[config.mk]
export PLATFORM = sky130hd
export DESIGN_NAME = chord_arpeggiator_unit_flat
export DESIGN_NICKNAME = d
export VERILOG_FILES = /design/src/sv/carp_pkg.sv /design/src/sv/carp_req_if.sv /design/src/sv/carp_rsp_if.sv /design/src/sv/carp_ctrl.sv /design/src/sv/carp_dpath.sv /design/src/sv/chord_arpeggiator_unit.sv /design/src/flat_wrapper.sv
export SDC_FILE = /design/constraint.sdc
export NUM_CORES = 1
export LEC_CHECK = 0
export BUFFER_PORTS_ARGS = -buffer_cell sky130_fd_sc_hd__buf_2
export CORE_ASPECT_RATIO = 1.2
export CORE_MARGIN = 5
export CORE_UTILIZATION = 55
export DETAILED_ROUTE_END_ITERATION = 8
export PLACE_DENSITY = 0.82
export SYNTH_ARGS = -nofsm -noshare
export SYNTH_HDL_FRONTEND = slang
export SYNTH_SLANG_ARGS = --single-unit
[constraint.sdc]
create_clock -name clock -period 7.4 [get_ports clock]
set_input_delay 1.11 -clock clock [delete_from_list [all_inputs] [get_ports clock]]
set_output_delay 1.11 -clock clock [all_outputs]
set_load 0.03 [all_outputs]
[src/sv/carp_pkg.sv]
// Shared types, codes and chord tables for the chord arpeggiator.
// Used by the channel interfaces, the controller, the datapath and the top level.
// No dependencies.
package carp_pkg;

   // Widths
   localparam int TIME_BITS  = 32;
   localparam int NOTE_W     = 8;
   localparam int CHORD_W    = 4;
   localparam int MODE_W     = 3;
   localparam int SPACE_W    = 4;
   localparam int CSR_IDX_W  = 2;
   localparam int CSR_DATA_W = 4;
   localparam int IDX_W      = 2;
   localparam int CNT_W      = 3;
   localparam int PREV_W     = NOTE_W + 1;
   localparam int ROW_W      = 4 * NOTE_W;

   typedef logic [TIME_BITS-1:0] time_type;
   typedef logic [NOTE_W-1:0]    note_type;

   // Register indexes
   localparam logic [CSR_IDX_W-1:0] CSR_CHORD_TYPE   = 2'd0;
   localparam logic [CSR_IDX_W-1:0] CSR_ARP_MODE     = 2'd1;
   localparam logic [CSR_IDX_W-1:0] CSR_SPACE_FACTOR = 2'd2;

   // Opcodes
   localparam logic OP_LOAD = 1'b0;
   localparam logic OP_STEP = 1'b1;

   // Arp modes
   localparam logic [MODE_W-1:0] MODE_ONE     = 3'd0;
   localparam logic [MODE_W-1:0] MODE_CHORD   = 3'd1;
   localparam logic [MODE_W-1:0] MODE_UP      = 3'd2;
   localparam logic [MODE_W-1:0] MODE_DOWN    = 3'd3;
   localparam logic [MODE_W-1:0] MODE_UD_INCL = 3'd4;
   localparam logic [MODE_W-1:0] MODE_DU_INCL = 3'd5;
   localparam logic [MODE_W-1:0] MODE_UD_EXCL = 3'd6;
   localparam logic [MODE_W-1:0] MODE_DU_EXCL = 3'd7;

   // Chord types
   localparam logic [CHORD_W-1:0] CHORD_MAJ  = 4'd0;
   localparam logic [CHORD_W-1:0] CHORD_MIN  = 4'd1;
   localparam logic [CHORD_W-1:0] CHORD_DIM  = 4'd2;
   localparam logic [CHORD_W-1:0] CHORD_MAJ7 = 4'd3;
   localparam logic [CHORD_W-1:0] CHORD_MIN7 = 4'd4;
   localparam logic [CHORD_W-1:0] CHORD_DOM7 = 4'd5;
   localparam logic [CHORD_W-1:0] CHORD_SUS2 = 4'd6;
   localparam logic [CHORD_W-1:0] CHORD_SUS4 = 4'd7;
   localparam logic [CHORD_W-1:0] CHORD_AUG  = 4'd8;

   // Marker for no previous note (top bit set)
   localparam logic [PREV_W-1:0] PREV_NONE = 9'h100;

   // Controller to datapath
   typedef struct packed {
      logic             load_base;
      logic             load_stride;
      logic             set_dir;
      logic             emit_note;
      logic             emit_done;
      logic             pass_last;
      logic             advance;
      logic             record_prev;
      logic             toggle_dir;
      logic [IDX_W-1:0] note_idx;
   } cmd_type;

   // Datapath to controller
   typedef struct packed {
      logic              loaded;
      logic              span_hit;
      logic [CNT_W-1:0]  note_cnt;
      logic [MODE_W-1:0] mode;
      logic              skip;
      logic              out_free;
   } stat_type;

   // Semitone intervals, slot 0 in the low byte; unused codes read as all zero
   function automatic note_type chord_interval(input logic [CHORD_W-1:0] ct,
                                               input logic [IDX_W-1:0] idx);
      logic [ROW_W-1:0] row;
      case (ct)
         CHORD_MAJ:  row = {8'd0,  8'd7, 8'd4, 8'd0};
         CHORD_MIN:  row = {8'd0,  8'd7, 8'd3, 8'd0};
         CHORD_DIM:  row = {8'd0,  8'd6, 8'd3, 8'd0};
         CHORD_MAJ7: row = {8'd11, 8'd7, 8'd4, 8'd0};
         CHORD_MIN7: row = {8'd10, 8'd7, 8'd3, 8'd0};
         CHORD_DOM7: row = {8'd10, 8'd7, 8'd4, 8'd0};
         CHORD_SUS2: row = {8'd0,  8'd7, 8'd2, 8'd0};
         CHORD_SUS4: row = {8'd0,  8'd7, 8'd5, 8'd0};
         CHORD_AUG:  row = {8'd0,  8'd8, 8'd4, 8'd0};
         default:    row = '0;
      endcase
      return row[{idx, 3'b000} +: NOTE_W];
   endfunction

   // Number of notes in a chord; unused codes give an empty chord
   function automatic logic [CNT_W-1:0] chord_count(input logic [CHORD_W-1:0] ct);
      case (ct)
         CHORD_MAJ7, CHORD_MIN7, CHORD_DOM7:                    return 3'd4;
         CHORD_MAJ, CHORD_MIN, CHORD_DIM, CHORD_SUS2,
         CHORD_SUS4, CHORD_AUG:                                 return 3'd3;
         default:                                               return 3'd0;
      endcase
   endfunction

endpackage

[src/sv/carp_req_if.sv]
// Request channel of the chord arpeggiator: valid, ready and one input item.
// Depends on carp_pkg.
interface carp_req_if import carp_pkg::*; ();
   logic             valid;
   logic             ready;
   logic             opcode;
   note_type         base_note;
   logic [7:0]       base_velocity;
   time_type         on_time_in;
   time_type         off_time_in;
   time_type         region_span;

   modport source (output valid, opcode, base_note, base_velocity, on_time_in,
                   off_time_in, region_span, input ready);
   modport sink   (input valid, opcode, base_note, base_velocity, on_time_in,
                   off_time_in, region_span, output ready);
endinterface

[src/sv/carp_rsp_if.sv]
// Response channel of the chord arpeggiator: valid, ready and one result item.
// Depends on carp_pkg.
interface carp_rsp_if import carp_pkg::*; ();
   logic             valid;
   logic             ready;
   logic             note_valid;
   note_type         note_out;
   logic [7:0]       velocity_out;
   time_type         on_time_out;
   time_type         off_time_out;
   logic             pass_last;
   logic             done_res;

   modport source (output valid, note_valid, note_out, velocity_out, on_time_out,
                   off_time_out, pass_last, done_res, input ready);
   modport sink   (input valid, note_valid, note_out, velocity_out, on_time_out,
                   off_time_out, pass_last, done_res, output ready);
endinterface

[src/sv/carp_ctrl.sv]
// Sequencer of the chord arpeggiator: walks load and step items through the datapath.
// Depends on carp_pkg; drives carp_dpath by command, reads its status.
module carp_ctrl import carp_pkg::*; (
   input  logic     clock,
   input  logic     reset,
   input  logic     req_valid,
   input  logic     req_opcode,
   output logic     req_ready,
   input  stat_type stat,
   output cmd_type  cmd
);

   localparam logic [1:0] ST_IDLE  = 2'd0;
   localparam logic [1:0] ST_LOAD  = 2'd1;
   localparam logic [1:0] ST_CHECK = 2'd2;
   localparam logic [1:0] ST_EMIT  = 2'd3;

   logic [1:0]       state_ff, state_in;
   logic [IDX_W-1:0] idx_ff, idx_in;
   logic [CNT_W-1:0] pass_cnt;
   logic             last_note;
   logic             alt_mode;
   logic             excl_mode;

   // Notes in this pass: mode one always plays the root alone
   assign pass_cnt  = (stat.mode == MODE_ONE) ? CNT_W'(1) : stat.note_cnt;
   assign last_note = ({1'b0, idx_ff} == CNT_W'(pass_cnt - CNT_W'(1)));
   assign alt_mode  = (stat.mode >= MODE_UD_INCL);
   assign excl_mode = (stat.mode >= MODE_UD_EXCL);

   // Next state and commands
   always_comb begin
      state_in     = state_ff;
      idx_in       = idx_ff;
      cmd          = '0;
      cmd.note_idx = idx_ff;
      req_ready    = (state_ff == ST_IDLE);
      case (state_ff)
         ST_IDLE: begin
            if (req_valid) begin
               if (req_opcode == OP_LOAD) begin
                  cmd.load_base = 1'b1;
                  state_in      = ST_LOAD;
               end else begin
                  state_in = ST_CHECK;
               end
            end
         end
         ST_LOAD: begin
            cmd.load_stride = 1'b1;
            state_in        = ST_IDLE;
         end
         ST_CHECK: begin
            if (!stat.loaded || stat.span_hit) begin
               // hold until the output register frees up, then report done
               if (stat.out_free) begin
                  cmd.emit_done = 1'b1;
                  cmd.pass_last = 1'b1;
                  state_in      = ST_IDLE;
               end
            end else begin
               cmd.set_dir = 1'b1;
               idx_in      = '0;
               if (pass_cnt == '0) begin
                  // empty chord: no beats, but keep the timing bookkeeping
                  cmd.advance    = (stat.mode == MODE_CHORD);
                  cmd.toggle_dir = alt_mode;
                  state_in       = ST_IDLE;
               end else begin
                  state_in = ST_EMIT;
               end
            end
         end
         ST_EMIT: begin
            if (stat.skip) begin
               // drop a repeat of the last note played
               idx_in = idx_ff + IDX_W'(1);
               if (last_note) begin
                  cmd.toggle_dir = alt_mode;
                  state_in       = ST_IDLE;
               end
            end else if (stat.out_free) begin
               cmd.emit_note   = 1'b1;
               cmd.pass_last   = last_note;
               cmd.record_prev = excl_mode;
               cmd.advance     = (stat.mode >= MODE_UP) || last_note;
               idx_in          = idx_ff + IDX_W'(1);
               if (last_note) begin
                  cmd.toggle_dir = alt_mode;
                  state_in       = ST_IDLE;
               end
            end
         end
         default: begin
            state_in = ST_IDLE;
         end
      endcase
   end

   // State registers
   always_ff @(posedge clock) begin
      if (reset) begin
         state_ff <= ST_IDLE;
         idx_ff   <= '0;
      end else begin
         state_ff <= state_in;
         idx_ff   <= idx_in;
      end
   end

endmodule

[src/sv/carp_dpath.sv]
// Datapath of the chord arpeggiator: configuration, base event, timing and output register.
// Depends on carp_pkg; commanded by carp_ctrl.
module carp_dpath import carp_pkg::*; (
   input  logic                  clock,
   input  logic                  reset,
   // configuration
   input  logic                  csr_we,
   input  logic [CSR_IDX_W-1:0]  csr_index,
   input  logic [CSR_DATA_W-1:0] csr_wdata,
   // request payload
   input  note_type              req_base_note,
   input  logic [7:0]            req_base_velocity,
   input  time_type              req_on_time_in,
   input  time_type              req_off_time_in,
   input  time_type              req_region_span,
   // control
   input  cmd_type               cmd,
   output stat_type              stat,
   // response
   output logic                  rsp_valid,
   input  logic                  rsp_ready,
   output logic                  rsp_note_valid,
   output note_type              rsp_note_out,
   output logic [7:0]            rsp_velocity_out,
   output time_type              rsp_on_time_out,
   output time_type              rsp_off_time_out,
   output logic                  rsp_pass_last,
   output logic                  rsp_done_res
);

   logic [CHORD_W-1:0]        chord_type_ff;
   logic [MODE_W-1:0]         arp_mode_ff;
   logic [SPACE_W-1:0]        space_ff;
   note_type                  root_ff;
   logic [7:0]                vel_ff;
   time_type                  start_ff;
   time_type                  len_ff;
   time_type                  stride_ff;
   time_type                  span_ff;
   logic [PREV_W-1:0]         prev_ff;
   logic                      desc_next_ff;
   logic                      loaded_ff;
   logic                      dir_ff;
   logic                      dir_in;
   logic [TIME_BITS+SPACE_W:0] stride_prod;
   time_type                  end_time;
   logic                      span_hit;
   logic [CNT_W-1:0]          note_cnt;
   logic [CNT_W-1:0]          rev_ord;
   logic [IDX_W-1:0]          ord;
   note_type                  note_sel;
   logic                      out_free;
   logic                      rsp_valid_ff;
   logic                      rsp_note_valid_ff;
   note_type                  rsp_note_ff;
   logic [7:0]                rsp_vel_ff;
   time_type                  rsp_on_ff;
   time_type                  rsp_off_ff;
   logic                      rsp_last_ff;
   logic                      rsp_done_ff;

   // Span check and end time of the current event
   assign end_time = start_ff + len_ff;
   assign span_hit = (end_time >= span_ff);

   // Stride: note length times one plus the gap factor
   assign stride_prod = len_ff * ({1'b0, space_ff} + (SPACE_W+1)'(1));

   // Pick the chord slot, reversed on a descending pass
   assign note_cnt = chord_count(chord_type_ff);
   assign rev_ord  = CNT_W'(note_cnt - CNT_W'(1) - {1'b0, cmd.note_idx});
   assign ord      = dir_ff ? rev_ord[IDX_W-1:0] : cmd.note_idx;
   assign note_sel = root_ff + chord_interval(chord_type_ff, ord);

   assign out_free = !rsp_valid_ff || rsp_ready;

   // Direction of the pass about to start
   always_comb begin
      case (arp_mode_ff)
         MODE_DOWN:                  dir_in = 1'b1;
         MODE_UD_INCL, MODE_UD_EXCL: dir_in = desc_next_ff;
         MODE_DU_INCL, MODE_DU_EXCL: dir_in = !desc_next_ff;
         default:                    dir_in = 1'b0;
      endcase
   end

   always_comb begin
      stat          = '0;
      stat.loaded   = loaded_ff;
      stat.span_hit = span_hit;
      stat.note_cnt = note_cnt;
      stat.mode     = arp_mode_ff;
      stat.skip     = (arp_mode_ff >= MODE_UD_EXCL) && ({1'b0, note_sel} == prev_ff);
      stat.out_free = out_free;
   end

   // Configuration registers
   always_ff @(posedge clock) begin
      if (reset) begin
         chord_type_ff <= '0;
         arp_mode_ff   <= '0;
         space_ff      <= '0;
      end else if (csr_we) begin
         case (csr_index)
            CSR_CHORD_TYPE:   chord_type_ff <= csr_wdata;
            CSR_ARP_MODE:     arp_mode_ff   <= csr_wdata[MODE_W-1:0];
            CSR_SPACE_FACTOR: space_ff      <= csr_wdata;
            default: ;
         endcase
      end
   end

   // Base event and pass state
   always_ff @(posedge clock) begin
      if (reset) begin
         root_ff      <= '0;
         vel_ff       <= '0;
         start_ff     <= '0;
         len_ff       <= '0;
         stride_ff    <= '0;
         span_ff      <= '0;
         prev_ff      <= PREV_NONE;
         desc_next_ff <= 1'b0;
         loaded_ff    <= 1'b0;
         dir_ff       <= 1'b0;
      end else begin
         if (cmd.load_base) begin
            root_ff      <= req_base_note;
            vel_ff       <= req_base_velocity;
            start_ff     <= req_on_time_in;
            len_ff       <= req_off_time_in - req_on_time_in;
            span_ff      <= req_region_span;
            prev_ff      <= PREV_NONE;
            desc_next_ff <= 1'b0;
            loaded_ff    <= 1'b1;
         end
         if (cmd.load_stride) begin
            stride_ff <= stride_prod[TIME_BITS-1:0];
         end
         if (cmd.set_dir) begin
            dir_ff <= dir_in;
         end
         if (cmd.advance) begin
            start_ff <= start_ff + stride_ff;
         end
         if (cmd.record_prev) begin
            prev_ff <= {1'b0, note_sel};
         end
         if (cmd.toggle_dir) begin
            desc_next_ff <= !desc_next_ff;
         end
      end
   end

   // Output register: valid flag
   always_ff @(posedge clock) begin
      if (reset) begin
         rsp_valid_ff <= 1'b0;
      end else if (cmd.emit_note || cmd.emit_done) begin
         rsp_valid_ff <= 1'b1;
      end else if (rsp_ready) begin
         rsp_valid_ff <= 1'b0;
      end
   end

   // Output register: payload
   always_ff @(posedge clock) begin
      if (cmd.emit_note) begin
         rsp_note_valid_ff <= 1'b1;
         rsp_note_ff       <= note_sel;
         rsp_vel_ff        <= vel_ff;
         rsp_on_ff         <= start_ff;
         rsp_off_ff        <= end_time;
         rsp_last_ff       <= cmd.pass_last;
         rsp_done_ff       <= 1'b0;
      end else if (cmd.emit_done) begin
         rsp_note_valid_ff <= 1'b0;
         rsp_note_ff       <= '0;
         rsp_vel_ff        <= '0;
         rsp_on_ff         <= '0;
         rsp_off_ff        <= '0;
         rsp_last_ff       <= 1'b1;
         rsp_done_ff       <= 1'b1;
      end
   end

   assign rsp_valid        = rsp_valid_ff;
   assign rsp_note_valid   = rsp_note_valid_ff;
   assign rsp_note_out     = rsp_note_ff;
   assign rsp_velocity_out = rsp_vel_ff;
   assign rsp_on_time_out  = rsp_on_ff;
   assign rsp_off_time_out = rsp_off_ff;
   assign rsp_pass_last    = rsp_last_ff;
   assign rsp_done_res     = rsp_done_ff;

`ifndef SYNTHESIS
   // Never overwrite a beat that has not been taken
   a_emit_into_free: assert property (@(posedge clock) disable iff (reset)
      (cmd.emit_note || cmd.emit_done) |-> out_free)
      else $error("carp_dpath: result written over a pending beat");

   // Done is only reported with nothing loaded or the span reached
   a_done_cause: assert property (@(posedge clock) disable iff (reset)
      cmd.emit_done |-> (!loaded_ff || span_hit))
      else $error("carp_dpath: done reported while generation still open");

   // Exclusive modes never repeat the previous note
   a_excl_no_repeat: assert property (@(posedge clock) disable iff (reset)
      (cmd.emit_note && (arp_mode_ff >= MODE_UD_EXCL)) |-> ({1'b0, note_sel} != prev_ff))
      else $error("carp_dpath: exclusive mode repeated the previous note");

   // Stride is taken right after the base event is latched
   a_stride_after_base: assert property (@(posedge clock) disable iff (reset)
      cmd.load_stride |-> $past(cmd.load_base))
      else $error("carp_dpath: stride update without a preceding load");
`endif

endmodule

[src/sv/chord_arpeggiator_unit.sv]
// Top level of the chord arpeggiator: joins the sequencer and the datapath.
// Depends on carp_pkg, carp_req_if, carp_rsp_if, carp_ctrl and carp_dpath.
//
//   channel   direction  beat contents
//   req_chan  in         opcode, base note, velocity, on/off time, region span
//   rsp_chan  out        note flag, note, velocity, on/off time, pass last, done
//   csr_*     in         write enable, register index, write data (no read-back)
//
// A load latches the base event, then takes the stride multiply.
// A step walks the chord slots (0, 1, 3 or 4) one at a time in the sequencer,
// one beat per cycle at most while the response is not stalled.
// Synchronous active-high reset clears configuration and event state (previous note to none).
// A stalled response holds the walk; the next item is taken while the last beat waits.
module chord_arpeggiator_unit import carp_pkg::*; (
   input  logic                  clock,
   input  logic                  reset,
   carp_req_if.sink              req_chan,
   carp_rsp_if.source            rsp_chan,
   input  logic                  csr_we,
   input  logic [CSR_IDX_W-1:0]  csr_index,
   input  logic [CSR_DATA_W-1:0] csr_wdata
);

   cmd_type  cmd;
   stat_type stat;
   logic     req_ready;

   assign req_chan.ready = req_ready;

   // Sequencer
   carp_ctrl u_ctrl (
      .clock      (clock),
      .reset      (reset),
      .req_valid  (req_chan.valid),
      .req_opcode (req_chan.opcode),
      .req_ready  (req_ready),
      .stat       (stat),
      .cmd        (cmd)
   );

   // Datapath
   carp_dpath u_dpath (
      .clock             (clock),
      .reset             (reset),
      .csr_we            (csr_we),
      .csr_index         (csr_index),
      .csr_wdata         (csr_wdata),
      .req_base_note     (req_chan.base_note),
      .req_base_velocity (req_chan.base_velocity),
      .req_on_time_in    (req_chan.on_time_in),
      .req_off_time_in   (req_chan.off_time_in),
      .req_region_span   (req_chan.region_span),
      .cmd               (cmd),
      .stat              (stat),
      .rsp_valid         (rsp_chan.valid),
      .rsp_ready         (rsp_chan.ready),
      .rsp_note_valid    (rsp_chan.note_valid),
      .rsp_note_out      (rsp_chan.note_out),
      .rsp_velocity_out  (rsp_chan.velocity_out),
      .rsp_on_time_out   (rsp_chan.on_time_out),
      .rsp_off_time_out  (rsp_chan.off_time_out),
      .rsp_pass_last     (rsp_chan.pass_last),
      .rsp_done_res      (rsp_chan.done_res)
   );

endmodule
[src/flat_wrapper.sv]
// flat-port wrapper written by rule: the top's interface ports become plain ports
module chord_arpeggiator_unit_flat import carp_pkg::*;
  (clock, reset, csr_we, csr_index, csr_wdata, req_chan_valid, req_chan_opcode, req_chan_base_note, req_chan_base_velocity, req_chan_on_time_in, req_chan_off_time_in, req_chan_region_span, req_chan_ready, rsp_chan_valid, rsp_chan_note_valid, rsp_chan_note_out, rsp_chan_velocity_out, rsp_chan_on_time_out, rsp_chan_off_time_out, rsp_chan_pass_last, rsp_chan_done_res, rsp_chan_ready);
  carp_req_if req_chan_i ();
  carp_rsp_if rsp_chan_i ();
  input  logic clock;
  input  logic reset;
  input  logic csr_we;
  input  logic [CSR_IDX_W-1:0] csr_index;
  input  logic [CSR_DATA_W-1:0] csr_wdata;
  input wire logic [$bits(req_chan_i.valid)-1:0] req_chan_valid;
  input wire logic [$bits(req_chan_i.opcode)-1:0] req_chan_opcode;
  input wire logic [$bits(req_chan_i.base_note)-1:0] req_chan_base_note;
  input wire logic [$bits(req_chan_i.base_velocity)-1:0] req_chan_base_velocity;
  input wire logic [$bits(req_chan_i.on_time_in)-1:0] req_chan_on_time_in;
  input wire logic [$bits(req_chan_i.off_time_in)-1:0] req_chan_off_time_in;
  input wire logic [$bits(req_chan_i.region_span)-1:0] req_chan_region_span;
  output wire logic [$bits(req_chan_i.ready)-1:0] req_chan_ready;
  output wire logic [$bits(rsp_chan_i.valid)-1:0] rsp_chan_valid;
  output wire logic [$bits(rsp_chan_i.note_valid)-1:0] rsp_chan_note_valid;
  output wire logic [$bits(rsp_chan_i.note_out)-1:0] rsp_chan_note_out;
  output wire logic [$bits(rsp_chan_i.velocity_out)-1:0] rsp_chan_velocity_out;
  output wire logic [$bits(rsp_chan_i.on_time_out)-1:0] rsp_chan_on_time_out;
  output wire logic [$bits(rsp_chan_i.off_time_out)-1:0] rsp_chan_off_time_out;
  output wire logic [$bits(rsp_chan_i.pass_last)-1:0] rsp_chan_pass_last;
  output wire logic [$bits(rsp_chan_i.done_res)-1:0] rsp_chan_done_res;
  input wire logic [$bits(rsp_chan_i.ready)-1:0] rsp_chan_ready;
  assign req_chan_i.valid = req_chan_valid;
  assign req_chan_i.opcode = req_chan_opcode;
  assign req_chan_i.base_note = req_chan_base_note;
  assign req_chan_i.base_velocity = req_chan_base_velocity;
  assign req_chan_i.on_time_in = req_chan_on_time_in;
  assign req_chan_i.off_time_in = req_chan_off_time_in;
  assign req_chan_i.region_span = req_chan_region_span;
  assign req_chan_ready = req_chan_i.ready;
  assign rsp_chan_valid = rsp_chan_i.valid;
  assign rsp_chan_note_valid = rsp_chan_i.note_valid;
  assign rsp_chan_note_out = rsp_chan_i.note_out;
  assign rsp_chan_velocity_out = rsp_chan_i.velocity_out;
  assign rsp_chan_on_time_out = rsp_chan_i.on_time_out;
  assign rsp_chan_off_time_out = rsp_chan_i.off_time_out;
  assign rsp_chan_pass_last = rsp_chan_i.pass_last;
  assign rsp_chan_done_res = rsp_chan_i.done_res;
  assign rsp_chan_i.ready = rsp_chan_ready;
  chord_arpeggiator_unit u_core (.clock(clock), .reset(reset), .req_chan(req_chan_i), .rsp_chan(rsp_chan_i), .csr_we(csr_we), .csr_index(csr_index), .csr_wdata(csr_wdata));
endmodule
### Word level (Yosys, flattened, before mapping)

Memories as Yosys holds them, arrays and structs flattened. A register that Yosys moved wholly into a read port is not among the register bits.
Cells that the tools add are included.

| storage, ports and cells | value |
|---|---|
| register bits after elaboration | 255 |
| bits in read-only memories | 208 |
| bits of input ports | 124 |
| output and inout port bits | 85 |
| memories | 2 |

| cells by class | value |
|---|---|
| add/subtract/negate cells | 9 |
| multiply operators | 1 |
| magnitude comparators | 4 |
| equal/unequal tests | 17 |
| shift-type cells | 1 |
| muxes and demuxes | 59 |
| reductions and logical operators | 25 |

Memory list:

| memory | words | width | read ports | clocked after Yosys merged registers in | wr ports | line | text |
|---|---|---|---|---|---|---|---|
| (name not given) | 16 | 10 | 1 | 1 | 0 | carp_pkg.sv:83 | `case (ct)` |
| (name not given) | 16 | 3 | 1 | 1 | 0 | carp_pkg.sv:100 | `case (ct)` |

Operator list:

| cell | number |
|---|---|
| 32-bit 2-to-1 mux | 5 |
| 32-bit adder | 2 |
| 32-bit greater-or-equal comparator | 1 |
| 32-bit by 5-bit multiplier with 32-bit output | 1 |
| 32-bit by 6-bit indexed part select with 8-bit output | 1 |
| 32-bit subtractor | 1 |
| 2-bit 2-to-1 mux | 14 |
| 8-bit 2-to-1 mux | 3 |
| 1-bit 2-to-1 mux | 23 |
| 4-bit 2-to-1 mux | 5 |
| 9-bit 2-to-1 mux | 2 |
| 3-bit equality test, second input constant | 4 |
| 2-bit nonzero test | 6 |
| 8-bit by 9-bit equality test with 1-bit output | 1 |
| 8-bit adder | 1 |
| 2-bit one-hot mux with 2 select lines | 2 |
| 2-bit one-hot mux with 4 select lines | 1 |
| 2-bit equality test, second input constant | 3 |
| 3-bit greater-or-equal comparator, second input constant | 2 |
| 3-bit zero test | 2 |
| 3-bit 2-to-1 mux | 2 |
| 2-bit AND reduction | 3 |
| 3-bit AND reduction | 2 |
| 4-bit by 1-bit adder with 5-bit output, second input constant | 1 |
| other kinds (19) | 28 |

### Logic depth before layout (Yosys ltp)

| depth | value |
|---|---|
| depth in word-level cells | 11 |
| mapped depth | 23 |
| gate-level depth less buffers | 22 |

### By module

Synthesis repeated with hierarchy kept, for this count alone.

| unflattened totals | value |
|---|---|
| cell total of the unflattened synthesis | 2,302 |
| area total of the unflattened synthesis | 20,584.7 um^2 |

By module, submodules not included:

| module | instances | cells an instance | area each (um^2) | seq. area each (um^2) |
|---|---|---|---|---|
| carp_dpath | 1 | 2,242 | 20,141.8 | 6,035.8 |
| carp_ctrl | 1 | 60 | 442.9 | 80.1 |

### Worst setup path after synthesis

No wires, ideal clock.

| timing | value |
|---|---|
| path type | register to register |
| start | register u_core.u_dpath.len_ff[0] |
| end | register u_core.u_dpath.rsp_note_ff[0] (netlist: u_core.u_dpath.rsp_note_out[0]), enable pin |
| setup time | 0.799 ns |
| arrival time | 5.220 ns |
| data required time | 6.601 ns |
| slack | 1.381 ns |
| cell stages (with the launch flop) | 21 |
| period minus slack after synthesis | 6.019 ns |
| cell sequence | dfxtp_1 > ha_1 > fa_1 > a21o_1 > a21oi_2 > o21ai_1 > a31oi_1 > o21ai_1 > a21oi_2 > o311ai_1 > nor3b_1 > nor2_1 > xor2_1 > ha_1 > nor2b_1 > o21ai_0 > and3b_1 > inv_1 > o22ai_2 > or2_2 > nand2_1 |

| on the way | value |
|---|---|
| word-level cells in the longest chain between the ends | 6 |

RTL lines:

| item | line | text |
|---|---|---|
| start, declared | carp_dpath.sv:37 | `time_type len_ff;` |
| start signal, assigned | carp_dpath.sv:131 | `len_ff <= req_off_time_in - req_on_time_in;` |
| 32-bit adder | carp_dpath.sv:63 | `assign end_time = start_ff + len_ff;` |
| named net u_core.u_dpath.end_time[30] | carp_dpath.sv:46 | `time_type end_time;` |
| 32-bit greater-or-equal comparator | carp_dpath.sv:64 | `assign span_hit = (end_time >= span_ff);` |
| 1-bit logical OR | carp_ctrl.sv:54 | `if (!stat.loaded \|\| stat.span_hit) begin` |
| 2-bit 2-to-1 mux | carp_ctrl.sv:54 |  |
| 1-bit 2-to-1 mux | carp_ctrl.sv:38 | `case (state_ff)` |
| 2-bit nonzero test (no line) | -- |  |
| end signal, assigned | carp_dpath.sv:170 | `rsp_note_ff <= note_sel;` |
| end, declared | carp_dpath.sv:55 | `note_type rsp_note_ff;` |

The timed path passes the listed nets, and every way through them passes these cells.
A chain may end at the register's enable or synchronous reset.

### Final worst setup path

| timing | value |
|---|---|
| start | register u_core.u_dpath.space_ff[2] |
| end | register u_core.u_dpath.stride_ff[31] |

| on the way | value |
|---|---|
| word-level cells in the longest chain between the ends | 2 |

RTL lines:

| item | line | text |
|---|---|---|
| start, declared | carp_dpath.sv:33 | `logic [SPACE_W-1:0] space_ff;` |
| start signal, assigned | carp_dpath.sv:107 | `CSR_SPACE_FACTOR: space_ff <= csr_wdata;` |
| 4-bit by 1-bit adder with 5-bit output | carp_dpath.sv:67 | `assign stride_prod = len_ff * ({1'b0, space_ff} + (SPACE_W+1)'(1));` |
| 32-bit by 5-bit multiplier with 32-bit output | carp_dpath.sv:67 |  |
| end signal, assigned | carp_dpath.sv:138 | `stride_ff <= stride_prod[TIME_BITS-1:0];` |
| end, declared | carp_dpath.sv:38 | `time_type stride_ff;` |

No other way between the ends.

==> impl_results.rst <==
.. list-table::
   :header-rows: 1

   * - Metric
     - Value
   * - Internal Power
     - about 2600 uW
   * - Hold Vio Cnt, Final
     - 0
   * - Count of clock tree sinks
     - 264
   * - Synthesized netlist cell count
     - 2,322
   * - Die area
     - 39,800 um2
   * - Sw Pwr
     - roughly 1100 uW
   * - Initial antenna violation count
     - 2
   * - Mean Syn Cell Area
     - 8.50 um2
   * - Final setup TNS
     - 0 ns
   * - Post-route antenna net violation count
     - 0
   * - Max capacitance violation total
     - 0
   * - Iteration count of the initial detailed-routing pass
     - 6
   * - Sum of net half-perimeters after detailed placement
     - approximately 42 mm
   * - DRT iter0 DRCs
     - 1,295
   * - Root buffer cell
     - sky130_fd_sc_hd__clkbuf_16
   * - Fraction of layout instances using a drive strength above 1
     - a little under an eighth
   * - Switching share of power
     - between 30% and 40%
   * - Number of vias in the routed layout
     - approximately 17,000
   * - Pins Over Slew Limit
     - 0
   * - Outcome
     - finished, final reports clean
   * - Reg power frac
     - between 40% and 50%
   * - Area of the core
     - ~36,000 um2
   * - Measured slew at the worst slew-check pin
     - 1.14 ns
   * - Routed WL per cell
     - around 18 um
   * - Maximum frequency from static timing analysis
     - around 0.17 GHz
   * - Class of the tightest hold or removal check
     - reg -> reg
   * - Power density relative to cell area
     - around 170 nW/um2
   * - Via count of the first global-routing pass
     - between 15,000 and 20,000
   * - Element type at the critical path start
     - flip-flop
   * - Post-route clock period utilization
     - around four fifths
   * - GRT overflow
     - 0
   * - Number of library cell types mapped by synthesis
     - between 70 and 80
   * - Number of gates resized after cts
     - 0
   * - Peak VDD IR
     - ~0.00013 V
   * - Number of buffer cells added on primary ports
     - about 210
   * - Final Core Density
     - between 60% and 70%
   * - Setup slack of the critical path after layout
     - around 1.6 ns
   * - Relative slew margins
     - 24.0%
   * - Leakage power of the design
     - 0.0102 uW
   * - Final wirelength
     - around 54 mm
   * - Post-Syn Nets
     - 2,702
   * - CTS max path bufs
     - 3
   * - Sequential cell area fraction in the yosys report
     - a little under a third
   * - Synthesis-stage register bit count
     - about 260
   * - CTS Hold Buffers Added
     - 0
   * - Synthesized cell area
     - 19,700 um2
   * - FF/Latch Area
     - around 6100 um2
   * - Clock network fraction of total power
     - between 30% and 40%
   * - Placement Rows
     - 76
   * - Worst skew pair latency
     - between 0.5 and 0.6 ns
   * - Final-stage net count
     - ~2,900
   * - First-pass GRT wire length
     - between 80 and 90 mm
   * - Clock period minus final worst setup slack
     - 5.79 ns
   * - Final design instance area without fill
     - 22,000 um2
   * - Number of top-level design ports
     - around 210
   * - Remaining routing DRC violations
     - 0
   * - Area growth syn-to-layout
     - 11.6%
   * - Worst slack after detailed placement
     - between 1.5 and 2 ns
   * - WP data required
     - between 7 and 8 ns
   * - Vias per cell
     - about 5.8
   * - Unrepaired setup endpoints after global routing
     - false
   * - Most frequently used flop master after synthesis
     - sky130_fd_sc_hd__dfxtp_1
   * - Largest net degree at the start of global routing
     - 80
   * - Total setup buffers inserted after CTS
     - 0
   * - Clock tree from TritonCTS
     - built
   * - Count of fill cells added during filler insertion
     - around 3,000
   * - Share of synthesized flip-flops with an asynchronous set or reset
     - 0%
   * - Clock slew at reported path FFs
     - about 0.07 ns
   * - Worst endpoint data arrival time
     - roughly 6.3 ns
   * - Chip width
     - about 180 um
   * - CP max FO
     - 14
   * - Worst hold margin
     - ~0.45 ns
   * - Maximum level of the CTS H-tree
     - 1
   * - Final setup fails
     - 0
   * - Kind of critical path
     - reg -> reg
   * - Vert. Die Dim
     - between 200 and 250 um
   * - Post-synth EDFFs
     - 81
   * - Final RePlAce weighted congestion
     - 0.943
   * - Total global routing track utilization
     - about 26%
   * - Inserted Clock Buffers
     - 27
   * - Endpoint class of the critical path
     - flip-flop
   * - Warning count from the yosys run
     - 0
   * - Register-to-register setup slack
     - about 1.6 ns
   * - Worst clock skew
     - between 0.01 and 0.015 ns
   * - Combinational fraction of design power
     - between 20% and 30%
   * - Footprint of the multi-input gates
     - between 10,000 and 15,000 um2
   * - Initial Util
     - a little under three fifths
   * - Area of placed instances
     - approximately 21,000 um2
[power by group through the flow]
stage                     sequential [uW]  combinational [uW]  clock [uW]
final                                1630                 772        1370
after global routing                 1640                 854        1450
after CTS                            1630                 768        1380
after detailed placement             1660                 762           0
after global placement               1660                 735           0
after floorplan                      1660                 521           0
[cell usage after synthesis (all sizes together), types with 46 or more instances]
library cell,instances,area [um2]
nand2,405,1520
a21oi,231,1170
dfxtp,183,3660
ha,169,2110
inv,156,586
nor2,137,522
and2,106,663
fa,87,1740
edfxtp,81,2430
clkbuf,80,300
xnor2,74,648
o21ai,71,359
a21o,61,458
nand3,47,235
nor2b,46,288
[final timing paths]
kind | endpoint | cells after the start | start
max | u_core.u_dpath.stride_ff[31] | 18 | u_core.u_dpath.space_ff[2]
min | u_core.u_dpath.vel_ff[4] | 2 | u_core.u_dpath.vel_ff[4]
max reg2reg | u_core.u_dpath.stride_ff[31] | 18 | u_core.u_dpath.space_ff[2]
min reg2reg | u_core.u_dpath.vel_ff[4] | 2 | u_core.u_dpath.vel_ff[4]
[placed cells by master, fill, tap and decap left out, types with 8 or more instances in the layout]
cell and instances:
sky130_fd_sc_hd__a21o_1 61, sky130_fd_sc_hd__nor3_1 25, sky130_fd_sc_hd__fa_1 87, sky130_fd_sc_hd__nand2b_1 22, sky130_fd_sc_hd__nand3_1 47, sky130_fd_sc_hd__a31oi_1 18, sky130_fd_sc_hd__o21bai_1 11, sky130_fd_sc_hd__o211ai_1 12
sky130_fd_sc_hd__buf_4 15, sky130_fd_sc_hd__a211oi_1 24, sky130_fd_sc_hd__a311oi_1 26, sky130_fd_sc_hd__o31ai_1 10, sky130_fd_sc_hd__and2_1 105, sky130_fd_sc_hd__mux2i_1 22, sky130_fd_sc_hd__nor2b_1 45, sky130_fd_sc_hd__o21ai_1 8
sky130_fd_sc_hd__dfxtp_1 183, sky130_fd_sc_hd__edfxtp_1 81, sky130_fd_sc_hd__ha_1 169, sky130_fd_sc_hd__a21oi_1 228, sky130_fd_sc_hd__inv_1 156, sky130_fd_sc_hd__o21ai_0 62, sky130_fd_sc_hd__nand2_1 403, sky130_fd_sc_hd__clkbuf_16 27
sky130_fd_sc_hd__nand4_1 16, sky130_fd_sc_hd__buf_2 207, sky130_fd_sc_hd__o21a_1 18, sky130_fd_sc_hd__xnor2_1 73, sky130_fd_sc_hd__and3_1 17, sky130_fd_sc_hd__nor2_1 136, sky130_fd_sc_hd__xor2_1 43, sky130_fd_sc_hd__or2_2 8
sky130_fd_sc_hd__or3_1 14
[state kept, by name (all words and copies together), names as in the netlist, 2 cells and up, named ones only]
name and count:
u_core.u_dpath.rsp_on_time_out 32, u_core.u_dpath.start_ff 32, u_core.u_dpath.rsp_note_out 8, u_core.u_dpath.prev_ff 9
u_core.u_dpath.root_ff 8, u_core.u_ctrl.idx_ff 2, u_core.u_dpath.span_ff 32, u_core.u_dpath.space_ff 4
u_core.u_dpath.rsp_velocity_out 8, u_core.u_dpath.rsp_off_time_out 32, u_core.u_dpath.arp_mode_ff 3, u_core.u_dpath.len_ff 32
u_core.u_dpath.stat 2, u_core.u_ctrl.state_ff 2, u_core.u_dpath.chord_type_ff 4, u_core.u_dpath.stride_ff 32
u_core.u_dpath.vel_ff 8
[worst max-delay path: stages (launching register included)]
cell and delay, ns:
sky130_fd_sc_hd__dfxtp_1 0.41, sky130_fd_sc_hd__nand3_1 0.16, sky130_fd_sc_hd__xnor2_2 0.68, sky130_fd_sc_hd__nand2_1 0.18
sky130_fd_sc_hd__fa_1 0.54, sky130_fd_sc_hd__inv_1 0.06, sky130_fd_sc_hd__fa_1 0.50, sky130_fd_sc_hd__fa_1 0.50
sky130_fd_sc_hd__ha_1 0.39, sky130_fd_sc_hd__nand3_1 0.12, sky130_fd_sc_hd__o211ai_1 0.10, sky130_fd_sc_hd__o21ai_0 0.32
sky130_fd_sc_hd__o21ai_1 0.22, sky130_fd_sc_hd__a41oi_1 0.36, sky130_fd_sc_hd__o211ai_1 0.20, sky130_fd_sc_hd__o41ai_1 0.44
sky130_fd_sc_hd__o21ai_0 0.20, sky130_fd_sc_hd__xnor2_1 0.15, sky130_fd_sc_hd__o31ai_1 0.18
[per-stage QoR]
stage	total power (uW)	std cells
after detailed placement	2420	2921
after global routing	3940	2972
after CTS	3780	2970
after floorplan	2190	2322
final	3770	2972
after global placement	2390	2921
[layer usage]
metal	track usage, %	share of wire, %
met2	42.8	47
met1	34.6	42
met5	0	0
met4	10.5	4.0
met3	3.47	7.3
[final cells by class]
type / instances / area share, %
multi-input cells: 1810 / 57.7
clock inverters: 17 / 0.790
inverters: 156 / 2.66
clock buffers: 32 / 3.15
well taps: 468 / 2.66
flip-flops and latches: 264 / 27.7
repair buffers: 223 / 5.31
diodes: 2 / 0.0227
[cell families after synthesis]
logic type	after synthesis	share of synthesized area [%]
AO/OA/AOI/OAI	536	17.3
XOR/XNOR	122	5.67
adder cells (fa/ha/maj)	256	19.5
buffers and inverters	248	4.86
flip-flops	264	30.9
multiplexers	23	1.17
AND/OR/NAND/NOR	873	20.6
No activity file was read; power rests on OpenSTA's default activity.
